$ cat src/rtl/core/bounded_stack_with_palindrome_check_macros.svh
// Assertion macros for the stack block.
`ifndef BOUNDED_STACK_WITH_PALINDROME_CHECK_MACROS_SVH
`define BOUNDED_STACK_WITH_PALINDROME_CHECK_MACROS_SVH

`ifndef NO_ASSERTIONS

`define BSPC_ASSERT(lbl, ante, cons, msg) \
    lbl: assert property (@(posedge i_clk) disable iff (!i_rst_n) (ante) |-> (cons)) \
        else $error(msg);

`define BSPC_ASSERT_NEXT(lbl, ante, cons, msg) \
    lbl: assert property (@(posedge i_clk) disable iff (!i_rst_n) (ante) |=> (cons)) \
        else $error(msg);

`else

`define BSPC_ASSERT(lbl, ante, cons, msg)

`define BSPC_ASSERT_NEXT(lbl, ante, cons, msg)

`endif

`endif

$ cat src/rtl/core/bspc_pkg.sv
`default_nettype none

package bspc_pkg;

    localparam int DEPTH_DFLT = 8;
    localparam int WORD_W     = 32;

    typedef logic [1:0] t_op;
    typedef logic [1:0] t_status;

    localparam t_op OP_PUSH = 2'd0;
    localparam t_op OP_POP  = 2'd1;
    localparam t_op OP_PAL  = 2'd2;
    localparam t_op OP_LIST = 2'd3;

    localparam t_status ST_OK        = 2'd0;
    localparam t_status ST_OVERFLOW  = 2'd1;
    localparam t_status ST_UNDERFLOW = 2'd2;
    localparam t_status ST_EMPTY     = 2'd3;

    localparam logic [1:0] RD_TOP  = 2'd0;
    localparam logic [1:0] RD_PAIR = 2'd1;
    localparam logic [1:0] RD_DOWN = 2'd2;

    localparam logic [2:0] IDX_HOLD = 3'd0;
    localparam logic [2:0] IDX_CLR  = 3'd1;
    localparam logic [2:0] IDX_TOP  = 3'd2;
    localparam logic [2:0] IDX_INC  = 3'd3;
    localparam logic [2:0] IDX_DEC  = 3'd4;

    typedef struct packed {
        logic       load_item;
        logic       push_wr;
        logic       occ_inc;
        logic       occ_dec;
        logic       rd_en;
        logic [1:0] rd_sel;
        logic [2:0] idx_op;
        logic       same_set;
        logic       same_upd;
        logic       out_load;
        t_status    out_status;
        logic       out_use_rd;
        logic       out_pal;
        logic       out_pal_same;
        logic       out_last;
    } t_cmd;

    typedef struct packed {
        t_op  op;
        logic full;
        logic empty;
        logic idx_done;
        logic idx_zero;
        logic out_free;
    } t_stat;

endpackage

`default_nettype wire

$ cat src/rtl/core/bspc_ifs.sv
`default_nettype none

interface bspc_in_if;
    logic                                valid;
    logic                                ready;
    logic [1:0]                          operation;
    logic signed [bspc_pkg::WORD_W-1:0]  push_value;

    modport source (output valid, output operation, output push_value, input ready);
    modport sink   (input valid, input operation, input push_value, output ready);
endinterface

interface bspc_out_if;
    logic                                valid;
    logic                                ready;
    logic [1:0]                          status;
    logic signed [bspc_pkg::WORD_W-1:0]  data_word;
    logic                                is_palindrome;
    logic                                last;

    modport source (output valid, output status, output data_word, output is_palindrome,
                    output last, input ready);
    modport sink   (input valid, input status, input data_word, input is_palindrome,
                    input last, output ready);
endinterface

`default_nettype wire

$ cat src/rtl/core/bspc_ctrl.sv
`default_nettype none

module bspc_ctrl (
    input  wire logic            i_clk,
    input  wire logic            i_rst_n,
    input  wire logic            i_in_valid,
    input  wire bspc_pkg::t_stat i_stat,
    output bspc_pkg::t_cmd       o_cmd,
    output logic                 o_in_ready
);

    localparam logic [2:0] S_IDLE    = 3'd0;
    localparam logic [2:0] S_DISP    = 3'd1;
    localparam logic [2:0] S_POP     = 3'd2;
    localparam logic [2:0] S_PAL_RD  = 3'd3;
    localparam logic [2:0] S_PAL_CMP = 3'd4;
    localparam logic [2:0] S_PAL_OUT = 3'd5;
    localparam logic [2:0] S_LIST    = 3'd6;

    logic [2:0] r_state;
    logic [2:0] n_state;

    always_ff @(posedge i_clk) begin
        if (!i_rst_n) begin
            r_state <= S_IDLE;
        end else begin
            r_state <= n_state;
        end
    end

    assign o_in_ready = (r_state == S_IDLE);

    always_comb begin
        n_state = r_state;
        o_cmd   = '0;
        unique case (r_state)
            S_IDLE: begin
                if (i_in_valid) begin
                    o_cmd.load_item = 1'b1;
                    n_state         = S_DISP;
                end
            end
            S_DISP: begin
                unique case (i_stat.op)
                    bspc_pkg::OP_PUSH: begin
                        if (i_stat.out_free) begin
                            o_cmd.out_load = 1'b1;
                            o_cmd.out_last = 1'b1;
                            if (i_stat.full) begin
                                o_cmd.out_status = bspc_pkg::ST_OVERFLOW;
                            end else begin
                                o_cmd.out_status = bspc_pkg::ST_OK;
                                o_cmd.push_wr    = 1'b1;
                                o_cmd.occ_inc    = 1'b1;
                            end
                            n_state = S_IDLE;
                        end
                    end
                    bspc_pkg::OP_POP: begin
                        if (i_stat.empty) begin
                            if (i_stat.out_free) begin
                                o_cmd.out_load   = 1'b1;
                                o_cmd.out_status = bspc_pkg::ST_UNDERFLOW;
                                o_cmd.out_last   = 1'b1;
                                n_state          = S_IDLE;
                            end
                        end else begin
                            o_cmd.rd_en   = 1'b1;
                            o_cmd.rd_sel  = bspc_pkg::RD_TOP;
                            o_cmd.occ_dec = 1'b1;
                            n_state       = S_POP;
                        end
                    end
                    bspc_pkg::OP_PAL: begin
                        if (i_stat.empty) begin
                            if (i_stat.out_free) begin
                                o_cmd.out_load   = 1'b1;
                                o_cmd.out_status = bspc_pkg::ST_EMPTY;
                                o_cmd.out_pal    = 1'b1;
                                o_cmd.out_last   = 1'b1;
                                n_state          = S_IDLE;
                            end
                        end else begin
                            o_cmd.idx_op   = bspc_pkg::IDX_CLR;
                            o_cmd.same_set = 1'b1;
                            n_state        = S_PAL_RD;
                        end
                    end
                    bspc_pkg::OP_LIST: begin
                        if (i_stat.empty) begin
                            if (i_stat.out_free) begin
                                o_cmd.out_load   = 1'b1;
                                o_cmd.out_status = bspc_pkg::ST_EMPTY;
                                o_cmd.out_last   = 1'b1;
                                n_state          = S_IDLE;
                            end
                        end else begin
                            o_cmd.rd_en  = 1'b1;
                            o_cmd.rd_sel = bspc_pkg::RD_TOP;
                            o_cmd.idx_op = bspc_pkg::IDX_TOP;
                            n_state      = S_LIST;
                        end
                    end
                    default: n_state = S_IDLE;
                endcase
            end
            S_POP: begin
                if (i_stat.out_free) begin
                    o_cmd.out_load   = 1'b1;
                    o_cmd.out_status = bspc_pkg::ST_OK;
                    o_cmd.out_use_rd = 1'b1;
                    o_cmd.out_last   = 1'b1;
                    n_state          = S_IDLE;
                end
            end
            S_PAL_RD: begin
                if (i_stat.idx_done) begin
                    n_state = S_PAL_OUT;
                end else begin
                    o_cmd.rd_en  = 1'b1;
                    o_cmd.rd_sel = bspc_pkg::RD_PAIR;
                    o_cmd.idx_op = bspc_pkg::IDX_INC;
                    n_state      = S_PAL_CMP;
                end
            end
            S_PAL_CMP: begin
                o_cmd.same_upd = 1'b1;
                n_state        = S_PAL_RD;
            end
            S_PAL_OUT: begin
                if (i_stat.out_free) begin
                    o_cmd.out_load     = 1'b1;
                    o_cmd.out_status   = bspc_pkg::ST_OK;
                    o_cmd.out_pal_same = 1'b1;
                    o_cmd.out_last     = 1'b1;
                    n_state            = S_IDLE;
                end
            end
            S_LIST: begin
                if (i_stat.out_free) begin
                    o_cmd.out_load   = 1'b1;
                    o_cmd.out_status = bspc_pkg::ST_OK;
                    o_cmd.out_use_rd = 1'b1;
                    o_cmd.out_last   = i_stat.idx_zero;
                    if (i_stat.idx_zero) begin
                        n_state = S_IDLE;
                    end else begin
                        // fetch the next word down while this one goes out
                        o_cmd.rd_en  = 1'b1;
                        o_cmd.rd_sel = bspc_pkg::RD_DOWN;
                        o_cmd.idx_op = bspc_pkg::IDX_DEC;
                    end
                end
            end
            default: n_state = S_IDLE;
        endcase
    end

endmodule

`default_nettype wire

$ cat src/rtl/core/bspc_dp.sv
`default_nettype none

module bspc_dp #(
    parameter int DEPTH = bspc_pkg::DEPTH_DFLT
) (
    input  wire logic                               i_clk,
    input  wire logic                               i_rst_n,
    input  wire bspc_pkg::t_cmd                     i_cmd,
    input  wire logic [1:0]                         i_operation,
    input  wire logic signed [bspc_pkg::WORD_W-1:0] i_push_value,
    input  wire logic                               i_out_ready,
    output bspc_pkg::t_stat                         o_stat,
    output logic                                    o_out_valid,
    output logic [1:0]                              o_status,
    output logic signed [bspc_pkg::WORD_W-1:0]      o_data_word,
    output logic                                    o_is_palindrome,
    output logic                                    o_last
);

    localparam int CW   = $clog2(DEPTH + 1);
    localparam int IDXW = (DEPTH > 1) ? $clog2(DEPTH) : 1;

    logic [bspc_pkg::WORD_W-1:0] r_mem [DEPTH];
    logic [CW-1:0]               r_occ;
    logic [CW-1:0]               r_idx;
    logic                        r_same;
    logic [1:0]                  r_op;
    logic [bspc_pkg::WORD_W-1:0] r_val;
    logic [bspc_pkg::WORD_W-1:0] r_rd_a;
    logic [bspc_pkg::WORD_W-1:0] r_rd_b;
    logic                        r_out_valid;
    logic [1:0]                  r_status;
    logic [bspc_pkg::WORD_W-1:0] r_data;
    logic                        r_pal;
    logic                        r_last;

    logic [CW-1:0] top_pos;
    logic [CW-1:0] pair_pos;
    logic [CW-1:0] down_pos;
    logic [CW-1:0] pos_a;
    logic          out_free;

    assign top_pos  = r_occ - CW'(1);
    assign pair_pos = top_pos - r_idx;
    assign down_pos = r_idx - CW'(1);
    assign out_free = !r_out_valid || i_out_ready;

    always_comb begin
        unique case (i_cmd.rd_sel)
            bspc_pkg::RD_TOP:  pos_a = top_pos;
            bspc_pkg::RD_PAIR: pos_a = r_idx;
            bspc_pkg::RD_DOWN: pos_a = down_pos;
            default:           pos_a = top_pos;
        endcase
    end

    always_ff @(posedge i_clk) begin
        if (i_cmd.load_item) begin
            r_op  <= i_operation;
            r_val <= i_push_value;
        end
    end

    always_ff @(posedge i_clk) begin
        if (i_cmd.push_wr) begin
            r_mem[r_occ[IDXW-1:0]] <= r_val;
        end
    end

    always_ff @(posedge i_clk) begin
        if (i_cmd.rd_en) begin
            r_rd_a <= r_mem[pos_a[IDXW-1:0]];
            r_rd_b <= r_mem[pair_pos[IDXW-1:0]];
        end
    end

    always_ff @(posedge i_clk) begin
        if (!i_rst_n) begin
            r_occ <= '0;
        end else if (i_cmd.occ_inc) begin
            r_occ <= r_occ + CW'(1);
        end else if (i_cmd.occ_dec) begin
            r_occ <= top_pos;
        end
    end

    always_ff @(posedge i_clk) begin
        unique case (i_cmd.idx_op)
            bspc_pkg::IDX_HOLD: r_idx <= r_idx;
            bspc_pkg::IDX_CLR:  r_idx <= '0;
            bspc_pkg::IDX_TOP:  r_idx <= top_pos;
            bspc_pkg::IDX_INC:  r_idx <= r_idx + CW'(1);
            bspc_pkg::IDX_DEC:  r_idx <= down_pos;
            default:            r_idx <= r_idx;
        endcase
    end

    always_ff @(posedge i_clk) begin
        if (i_cmd.same_set) begin
            r_same <= 1'b1;
        end else if (i_cmd.same_upd && (r_rd_a != r_rd_b)) begin
            r_same <= 1'b0;
        end
    end

    always_ff @(posedge i_clk) begin
        if (!i_rst_n) begin
            r_out_valid <= 1'b0;
        end else if (i_cmd.out_load) begin
            r_out_valid <= 1'b1;
        end else if (i_out_ready) begin
            r_out_valid <= 1'b0;
        end
    end

    always_ff @(posedge i_clk) begin
        if (i_cmd.out_load) begin
            r_status <= i_cmd.out_status;
            r_data   <= i_cmd.out_use_rd ? r_rd_a : '0;
            r_pal    <= i_cmd.out_pal | (i_cmd.out_pal_same & r_same);
            r_last   <= i_cmd.out_last;
        end
    end

    assign o_stat.op       = r_op;
    assign o_stat.full     = (r_occ == CW'(DEPTH));
    assign o_stat.empty    = (r_occ == '0);
    assign o_stat.idx_done = (r_idx == (r_occ >> 1));
    assign o_stat.idx_zero = (r_idx == '0);
    assign o_stat.out_free = out_free;

    assign o_out_valid     = r_out_valid;
    assign o_status        = r_status;
    assign o_data_word     = r_data;
    assign o_is_palindrome = r_pal;
    assign o_last          = r_last;

endmodule

`default_nettype wire

$ cat src/rtl/core/bounded_stack_with_palindrome_check.sv
// Bounded LIFO stack of signed 32-bit words with palindrome check and listing.
// i_in carries one transaction per operation: push, pop, palindrome or list,
// with the word to push. o_out returns result transactions: status, data word,
// palindrome flag and a last mark on the final result of each operation.
// Push, pop and palindrome give one result; list gives one per stored word,
// top first, or a single stack-empty result.
// One operation is in flight at a time. The controller decodes it in S_DISP,
// where a push or an empty-stack case loads its result; a pop reads the top
// word and loads it from S_POP; a palindrome check alternates S_PAL_RD and
// S_PAL_CMP, one pair at a time on the dual read port, and loads from S_PAL_OUT;
// a listing reads the top word, then S_LIST sends one word per cycle while the
// output register is free. i_in.ready returns in the same cycle that the final
// result appears in the output register, so a waiting result does not hold off the next operation.
// When o_out.ready stays low the controller holds in place and no result is
// dropped or repeated. Reset empties the stack and clears the output valid flag;
// no clearing pass runs.
`default_nettype none

`include "bounded_stack_with_palindrome_check_macros.svh"

module bounded_stack_with_palindrome_check #(
    parameter int DEPTH = bspc_pkg::DEPTH_DFLT
) (
    input  wire logic  i_clk,
    input  wire logic  i_rst_n,
    bspc_in_if.sink    i_in,
    bspc_out_if.source o_out
);

    bspc_pkg::t_cmd  s_cmd;
    bspc_pkg::t_stat s_stat;
    logic            in_ready;

    bspc_ctrl u_ctrl (
        .i_clk      (i_clk),
        .i_rst_n    (i_rst_n),
        .i_in_valid (i_in.valid),
        .i_stat     (s_stat),
        .o_cmd      (s_cmd),
        .o_in_ready (in_ready)
    );

    bspc_dp #(
        .DEPTH (DEPTH)
    ) u_dp (
        .i_clk           (i_clk),
        .i_rst_n         (i_rst_n),
        .i_cmd           (s_cmd),
        .i_operation     (i_in.operation),
        .i_push_value    (i_in.push_value),
        .i_out_ready     (o_out.ready),
        .o_stat          (s_stat),
        .o_out_valid     (o_out.valid),
        .o_status        (o_out.status),
        .o_data_word     (o_out.data_word),
        .o_is_palindrome (o_out.is_palindrome),
        .o_last          (o_out.last)
    );

    assign i_in.ready = in_ready;

    `BSPC_ASSERT_NEXT(a_one_in_flight, i_in.valid && i_in.ready, !i_in.ready, "input taken while busy")
    `BSPC_ASSERT(a_error_is_last, o_out.valid && (o_out.status == bspc_pkg::ST_OVERFLOW || o_out.status == bspc_pkg::ST_UNDERFLOW), o_out.last, "error result not marked last")
    `BSPC_ASSERT(a_list_busy, o_out.valid && !o_out.last, !i_in.ready, "ready during listing")
    `BSPC_ASSERT(a_full_not_empty, s_stat.full, !s_stat.empty, "stack both full and empty")

endmodule

`default_nettype wire
$ cat src/flat_wrapper.sv
// flat-port wrapper written by rule: the top's interface ports become plain ports
module bounded_stack_with_palindrome_check_flat 
#(
    parameter int DEPTH = bspc_pkg::DEPTH_DFLT
)
  (i_clk, i_rst_n, i_in_valid, i_in_operation, i_in_push_value, i_in_ready, o_out_valid, o_out_status, o_out_data_word, o_out_is_palindrome, o_out_last, o_out_ready);
  bspc_in_if i_in_i ();
  bspc_out_if o_out_i ();
  input  wire logic i_clk;
  input  wire logic i_rst_n;
  input wire logic [$bits(i_in_i.valid)-1:0] i_in_valid;
  input wire logic [$bits(i_in_i.operation)-1:0] i_in_operation;
  input wire logic [$bits(i_in_i.push_value)-1:0] i_in_push_value;
  output wire logic [$bits(i_in_i.ready)-1:0] i_in_ready;
  output wire logic [$bits(o_out_i.valid)-1:0] o_out_valid;
  output wire logic [$bits(o_out_i.status)-1:0] o_out_status;
  output wire logic [$bits(o_out_i.data_word)-1:0] o_out_data_word;
  output wire logic [$bits(o_out_i.is_palindrome)-1:0] o_out_is_palindrome;
  output wire logic [$bits(o_out_i.last)-1:0] o_out_last;
  input wire logic [$bits(o_out_i.ready)-1:0] o_out_ready;
  assign i_in_i.valid = i_in_valid;
  assign i_in_i.operation = i_in_operation;
  assign i_in_i.push_value = i_in_push_value;
  assign i_in_ready = i_in_i.ready;
  assign o_out_valid = o_out_i.valid;
  assign o_out_status = o_out_i.status;
  assign o_out_data_word = o_out_i.data_word;
  assign o_out_is_palindrome = o_out_i.is_palindrome;
  assign o_out_last = o_out_i.last;
  assign o_out_i.ready = o_out_ready;
  bounded_stack_with_palindrome_check #(.DEPTH(DEPTH)) u_core (.i_clk(i_clk), .i_rst_n(i_rst_n), .i_in(i_in_i), .o_out(o_out_i));
endmodule
$ cat config.mk
export PLATFORM = sky130hd
export DESIGN_NAME = bounded_stack_with_palindrome_check_flat
export DESIGN_NICKNAME = d
export VERILOG_FILES = /design/src/rtl/core/bspc_pkg.sv /design/src/rtl/core/bspc_ifs.sv /design/src/rtl/core/bspc_ctrl.sv /design/src/rtl/core/bspc_dp.sv /design/src/rtl/core/bounded_stack_with_palindrome_check.sv /design/src/flat_wrapper.sv
export VERILOG_INCLUDE_DIRS = /design/src /design/src/rtl/core
export SDC_FILE = /design/constraint.sdc
export NUM_CORES = 1
export LEC_CHECK = 0
export ABC_AREA = 0
export BUFFER_PORTS_ARGS = -buffer_cell sky130_fd_sc_hd__buf_2
export CAP_MARGIN = 20
export CORE_MARGIN = 2
export CORE_UTILIZATION = 65
export CTS_BUF_LIST = sky130_fd_sc_hd__clkbuf_8
export DETAILED_ROUTE_END_ITERATION = 12
export GPL_ROUTABILITY_DRIVEN = 1
export PLACE_DENSITY = 0.83
export REMOVE_ABC_BUFFERS = 1
export SLEW_MARGIN = 20
export SYNTH_ARGS = -nofsm -noshare
export SYNTH_HDL_FRONTEND = slang
export SYNTH_SLANG_ARGS = --single-unit
export TNS_END_PERCENT = 50
$ cat constraint.sdc
create_clock -name i_clk -period 11.8 [get_ports i_clk]
set_clock_uncertainty 0.1 [all_clocks]
set_input_delay 0.59 -clock i_clk [delete_from_list [all_inputs] [get_ports i_clk]]
set_output_delay 0.59 -clock i_clk [all_outputs]
set_load 0.01 [all_outputs]
==> impl_results.md, run 1 <==
- Worst path bufs/invs: 4
- I/O pin cnt: 76
- Worst slew pin tran: 1.09 ns
- CTS tree: built
- Final min period: 5.29 ns
- Post-cts hold buffer count: 0
- Clock share of power: 27.9%
- Pin count of the biggest net entering global routing: 81
- Max Transition Viols Final: 0
- Gate power share: 21.8%
- RSZ-0062 raised after global routing: no
- Total power per unit cell area: 187 nW/µm²
- First-pass GRT wire length: 57200 µm
- Layout cells sized above 1: 28.3%
- Die ar.: 28600 µm²
- Critical path capture point type: flip-flop
- R2R Setup Slk: 6.51 ns
- Status: complete, no violations
- Sw Share: 28.0%
- CP max FO: 80
- Cells after Synth: 1024
- Sequential area share after synthesis: 67.8%
- Synth cell types: 52
- Tcrit/Tclk final: 44.8%
- Setup bufs post-CTS: 0
- Register share of total power: 50.3%
- Final ANT Viol Nets: 0
- Most frequent cells in the layout: edfxtp_1, mux2_2, buf_2
- Max-cap violations: 0
- Clk slew on worst S/H paths: 0.07 ns
- Chip Width: 169 µm
- Ys async rst share: 0%
- Post-route DRC violation count: 0
- GRT overflow: 0
- Dpl hpwl: 20600 µm
- CP required: 12.00 ns
- Final hold vios: 0
- Clock Path Buffers: 3
- Clk_lat worst skew: 0.60 ns
- Initial Util: 65.9%
- ANT cells: 0
- Synth warnings: 0
- Num CTS Buffers: 60
- Crit start category: flip-flop
- Prevailing post-synth register cell: edfxtp_1
- Vias in the first global route: 9950
- Delay-heaviest family, CP: buffers and inverters
- Number of synthesized flops with an enable pin: 394
- Synth-to-Final Area Change: 11.0%
- Worst rel slew slack: 27.3%
- HP Class: primary input to flip-flop
- Commonest non-fill, non-tap cell in the layout: edfxtp_1
- Via density: 6.69
- CTS-repair resized insts: 0
- Setup TNS: 0 ns
- Critical-path cell list: inv_1 > ha_1 > or3b_2 > nand4_1 > inv_1 > ha_1 > nor2b_1 > o31a_2 > buf_4 > buf_4 > mux2_2 > o22ai_1 > a211oi_1
- Final wirelength: 38100 µm
- Final #Nets: 1168
- Clock root buffer: clkbuf_8
- Antenna violations before repair: 0
- Total number of vias: 10100
- PortBufs: 75
- Critical path's slowest cell: buf_4
- Clock net sink count: 403
- Floorplan row count: 60
- LEAKAGE: 6.82 nW
- Placement Cell Area: 18600 µm²
- Cell area after layout: 19700 µm²
- 1st-pass router iterations: 5
- Avg Synthesized Cell Area: 17.3 µm²
- Pint: 2.64 mW
- Setup violators final: 0
- VDD IR max: 0.111 mV
- Critical path arrival: 5.49 ns
- CP Class: flip-flop to flip-flop
- Sw power: 1.03 mW
- FF+latch count, synth: 403
- Global Route Usage Sum: 27.0%
- DIE HEIGHT: 169 µm
- Routability-driven placement congestion ratio: 0.867
- Highest Clock Rate: 0.189 GHz
- H-tree levels: 2
- Area of the mapped netlist: 17700 µm²
- DR WL/cell: 25.2 µm
- CORE AREA: 26900 µm²
- DR iter-0 viols: 1251
- Worst path max stage delay: 0.97 ns
[metal layers]
metal	vias to the layer above	share of wire, %	GRT usage, %
met3	95	8.7	4.61
met1	5112	39	36.7
met4	0	2.8	9.25
li1	4386	-	-
met5	-	0	0
met2	523	50	45.3
[state kept, by name (all words and copies together) (netlist names)]
name,flops
u_core.u_dp.r_mem,256
u_core.u_dp.o_data_word,32
u_core.u_dp.r_rd_a,32
u_core.u_dp.r_rd_b,32
u_core.u_dp.r_val,32
u_core.u_dp.r_idx,4
u_core.u_dp.r_occ,4
u_core.u_ctrl.r_state,3
u_core.u_dp.o_status,2
u_core.u_dp.r_op,2
u_core.u_dp.o_is_palindrome,1
u_core.u_dp.o_last,1
u_core.u_dp.o_out_valid,1
u_core.u_dp.r_same,1
[metrics by stage]
step	power [mW]	util, %	std cells	hold WS [ns]	setup WS, ns
4_1_cts	3.69	73.1	1512	0.0334	6.59
5_1_grt	3.81	73.1	1512	0.0439	6.16
3_5_place_dp	2.68	69.0	1401	0.403	6.62
3_3_place_gp	2.65	68.9	1400	0.407	6.82
6_report	3.68	73.1	1512	0.0642	6.51
2_1_floorplan	2.43	-	960	0.380	5.03
[path summary, 6_finish.rpt]
check                                           from                      to  cells after the start
worst min-delay path             i_in_push_value[14]   u_core.u_dp.r_val[14]                      1
worst max-delay path            u_core.u_dp.r_idx[0]  u_core.u_dp.r_rd_a[31]                     13
worst max register to register  u_core.u_dp.r_idx[0]  u_core.u_dp.r_rd_a[31]                     13
worst min register to register    u_core.u_dp.r_same      u_core.u_dp.r_same                      2
[layout make-up]
cell class / instances / area [µm²]
clock buffers: 60 / 826
clock inverters: 51 / 272
fillers: 1544 / 7220
inverters: 12 / 45.0
multi-input cells: 545 / 5490
flip-flops and latches: 403 / 12000
well taps: 341 / 427
repair buffers: 100 / 583
[cells by family (layout without fill, tap and decap cells)]
group | count (synthesis) | in the layout | synth area share (%)
simple gates | 160 | 160 | 5.19
flops | 403 | 403 | 67.8
xor+xnor | 41 | 41 | 2.11
buf+inv | 76 | 223 | 1.96
fa+ha+maj | 8 | 8 | 0.608
compound gates | 141 | 141 | 5.54
mux | 195 | 195 | 16.8
[synthesized netlist by cell type (5+ instances only)]
master | number | area, µm²
a211oi_1 | 66 | 495
a21oi_1 | 12 | 60.1
and2_1 | 35 | 219
and3_1 | 33 | 206
buf_1 | 9 | 33.8
buf_2 | 11 | 55.1
buf_6 | 6 | 67.6
clkbuf_1 | 37 | 139
dfxtp_1 | 9 | 180
edfxtp_1 | 394 | 11800
ha_1 | 7 | 87.6
inv_1 | 12 | 45.0
mux2_2 | 96 | 1080
mux2i_1 | 35 | 350
mux4_1 | 25 | 657
mux4_2 | 39 | 878
nand2_1 | 18 | 67.6
nand2b_1 | 5 | 31.3
nand4_1 | 9 | 56.3
nor2_1 | 18 | 67.6
nor2b_1 | 6 | 37.5
nor3_1 | 11 | 55.1
nor4_1 | 5 | 31.3
o21ai_0 | 5 | 25.0
o22ai_1 | 38 | 238
xnor2_1 | 35 | 307
[power groups by stage]
| stage | registers [mW] | clock network, mW | logic (mW) |
|---|---|---|---|
| after floorplan | 1.88 | 0 | 0.548 |
| final | 1.85 | 1.03 | 0.801 |
| after global placement | 1.87 | 0 | 0.776 |
| after global routing | 1.86 | 1.10 | 0.851 |
| after detailed placement | 1.88 | 0 | 0.801 |
| after CTS | 1.85 | 1.04 | 0.802 |
(Power assumes the default switching activity.)
==> run 2: changes to the inputs <==
--- a/config.mk
+++ b/config.mk
@@ -6,15 +6,15 @@
 export SDC_FILE = /design/constraint.sdc
 export NUM_CORES = 1
 export LEC_CHECK = 0
-export ABC_AREA = 0
+export ABC_AREA = 1
 export BUFFER_PORTS_ARGS = -buffer_cell sky130_fd_sc_hd__buf_2
 export CAP_MARGIN = 20
 export CORE_MARGIN = 2
-export CORE_UTILIZATION = 65
+export CORE_UTILIZATION = 64
 export CTS_BUF_LIST = sky130_fd_sc_hd__clkbuf_8
 export DETAILED_ROUTE_END_ITERATION = 12
 export GPL_ROUTABILITY_DRIVEN = 1
-export PLACE_DENSITY = 0.83
+export PLACE_DENSITY = 0.82
 export REMOVE_ABC_BUFFERS = 1
 export SLEW_MARGIN = 20
 export SYNTH_ARGS = -nofsm -noshare
==> constraint.sdc (replaced) <==
create_clock -name i_clk -period 5.5 [get_ports i_clk]
set_clock_uncertainty 0.1 [all_clocks]
set_input_delay 0.275 -clock i_clk [delete_from_list [all_inputs] [get_ports i_clk]]
set_output_delay 0.275 -clock i_clk [all_outputs]
set_load 0.01 [all_outputs]
==> run 2 against run 1 <==
  * First-iteration DRC count is 42% higher
  * Flip-flop and latch count unchanged
  * Non-clock buffer count rose by 38
  * Die area is 6.0% higher
  * Critical path type unchanged
  * Cell count increased by 57%
  * Clock-buffer cell count grew 9
  * Design area rose by 6.2%
  * Critical path depth is 5 higher
  * Global-route usage increased by 1.1 points
==> impl_results.md, run 2 <==
- Status: complete, no violations
- Synth-to-Final Area Change: 12.7%
- Final min period: 4.10 ns
- CP max FO: 126
- Dpl hpwl: 23800 µm
- Clock root buffer: clkbuf_8
- CORE AREA: 28600 µm²
- Initial Util: 64.7%
- Met2 usage: 47.7%
- Avg Synthesized Cell Area: 10.1 µm²
- Critical path capture point type: flip-flop
- CP Class: flip-flop to flip-flop
- Floorplan row count: 62
- Num CTS Buffers: 66
- Layout cells sized above 1: 10.7%
- Synth cell count leaders: nand2_1, edfxtp_1, o21ai_0
- Placement Cell Area: 19200 µm²
- Cell area after layout: 20900 µm²
- I/O pin cnt: 76
- Clock Path Buffers: 3
- DIE HEIGHT: 174 µm
- HP Class: primary input to flip-flop
- Sequential area share after synthesis: 64.9%
- Antenna violations before repair: 0
- Worst slew pin tran: 1.07 ns
- Total power: 7.44 mW
- Global Route Usage Sum: 28.2%
- RSZ-0062 raised after global routing: no
- Synth warnings: 0
- Routability-driven placement congestion ratio: 0.882
- GRT busiest layer: met2
- Max-cap violations: 0
- First-pass GRT wire length: 66200 µm
- Prevailing post-synth register cell: edfxtp_1
- VDD IR max: 0.234 mV
- Crit path capture: u_core.u_dp.r_rd_a[24]
- Met1 Usage GRT: 35.0%
- Vias in the first global route: 13200
- Worst rel slew slack: 28.4%
- Number of synthesized flops with an enable pin: 394
- Chip Width: 174 µm
- Reg2reg end: u_core.u_dp.r_rd_a[24]
- Met3 Usage GRT: 5.25%
- CTS-repair resized insts: 0
- Sw Share: 28.7%
- Clock net sink count: 403
- Ys async rst share: 0%
- CP required: 5.73 ns
- Clock share of power: 33.3%
- Crit start category: flip-flop
- Pin count of the biggest net entering global routing: 213
- 1st-pass router iterations: 6
- Setup TNS: 0 ns
- Setup violators final: 0
- Tcrit/Tclk final: 74.5%
- Total power per unit cell area: 356 nW/µm²
- Ranking of synthesized cells by area: edfxtp_1, nand2_1, o21ai_0, inv_1, a21oi_1
- Pint: 5.30 mW
- GRT overflow: 0
- Final #Nets: 1982
- CTS tree: built
- LEAKAGE: 8.55 nW
- Cells after Synth: 1831
- Gate power share: 17.0%
- Max reg flops: 256
- Worst Reg-to-Reg Cells: 18
- Final hold vios: 0
- Synth cell types: 34
- DR iter-0 viols: 1782
- ANT cells: 0
- Post-route DRC violation count: 0
- Max Transition Viols Final: 0
- PortBufs: 75
- Reg2Reg Launch Point: u_core.u_dp.r_idx[2]
- R2R Setup Slk: 1.40 ns
- Setup bufs post-CTS: 0
- Most frequent cells in the layout: nand2_1, edfxtp_1, o21ai_0
- Area of the mapped netlist: 18500 µm²
- FF+latch count, synth: 403
- Register share of total power: 49.6%
- Critical Path Start: u_core.u_dp.r_idx[2]
- Final wirelength: 42300 µm
- Final ANT Viol Nets: 0
- H-tree levels: 3
- Most frequent cell after synthesis: nand2_1
- DR WL/cell: 17.8 µm
- Total number of vias: 13600
- Yosys top cell area share: 63.9%
- Sw power: 2.14 mW
- Synth area leader: edfxtp_1
- Commonest non-fill, non-tap cell in the layout: nand2_1
- Critical path arrival: 4.33 ns
- Clk slew on worst S/H paths: 0.06 ns
- Highest Clock Rate: 0.244 GHz
- Clk_lat worst skew: 0.59 ns
- Via density: 5.73
- Die ar.: 30300 µm²
## run 2: cell count changes after synthesis, sizes merged, moves of 36 or more
| cell | change |
|---|---|
| mux2 | -96 |
| nand2 | +460 |
| nor2 | +104 |
| o21ai | +262 |
| o211ai | +36 |
| mux4 | -64 |
| a21oi | +92 |
| inv | +195 |
| a211oi | -66 |
| o22ai | -37 |
## run 2: area by class of cell
cell class                 instances  area, µm²
fill                            1889       7750
timing repair buffer             138        991
tap                              384        480
inverter                         207        779
multi-input combinational       1120       5370
clock buffer                      69        950
clock inverter                    48        292
sequential                       403      12000
## run 2: routing by layer
metal | vias up | wire length, µm
met5 | - | 0
met4 | 0 | 1370
met3 | 131 | 4180
met2 | 756 | 20900
met1 | 6258 | 15800
li1 | 6421 | -
## run 2: what timing repair did
item,in CTS,in global routing
hold endpoints to repair,42,0
endpoints found under the setup margin,0,0
hold buffers,36,0
## run 2: power by group through the flow
stage / clock (mW) / sequential, mW / combinational, mW
after global placement: 0 / 3.75 / 1.17
after detailed placement: 0 / 3.75 / 1.22
after floorplan: 0 / 3.75 / 0.813
after global routing: 2.64 / 3.71 / 1.40
after CTS: 2.51 / 3.69 / 1.25
final: 2.48 / 3.69 / 1.27
## run 2: cell families after synthesis
group                      synth area share (%)
and+or+nand+nor                            13.2
AOI/OAI and AO/OA                          12.8
xor gates and xnor gates                   1.75
adders and majority gates                 0.581
DFF                                        64.9
buffers and inverters                      6.76
## run 2: critical path, cell delays in order, from the launching register on
cell and delay [ns]:
edfxtp_1 0.50, inv_1 0.14, nand2_1 0.08, nand3_1 0.07
nor3_1 0.24, inv_1 0.07, nand2_1 0.26, inv_1 0.09
ha_1 0.37, nor2_1 0.16, nand2_1 0.15, nand2_8 0.39
buf_16 0.37, buf_4 0.32, nand2_1 0.08, o21ai_0 0.09
o21ai_1 0.08, nand2_1 0.08, nand2_1 0.05
## run 2: worst min-delay path by stage
| stage | start | end | cells after the start |
|---|---|---|---|
| 2_1_floorplan | i_in_operation[0] | u_core.u_dp.r_op[0] | 0 |
| 3_3_place_gp | u_core.u_dp.r_same | u_core.u_dp.r_same | 2 |
| 3_5_place_dp | i_in_push_value[17] | u_core.u_dp.r_val[17] | 1 |
| 4_1_cts | o_out_ready | u_core.u_dp.o_is_palindrome | 5 |
| 5_1_grt | o_out_ready | u_core.u_dp.o_is_palindrome | 5 |
| 6_report | o_out_ready | u_core.u_dp.o_is_palindrome | 5 |
## run 2: per-stage QoR
step	hold slack (ns)	cells	util [%]	setup WS (ns)
6_report	0.217	2369	72.9	1.40
5_1_grt	0.219	2369	72.9	1.07
4_1_cts	0.176	2368	72.8	1.50
3_5_place_dp	0.353	2215	67.2	1.51
3_3_place_gp	0.339	2214	67.1	1.76
2_1_floorplan	0.274	1730	-	0.346
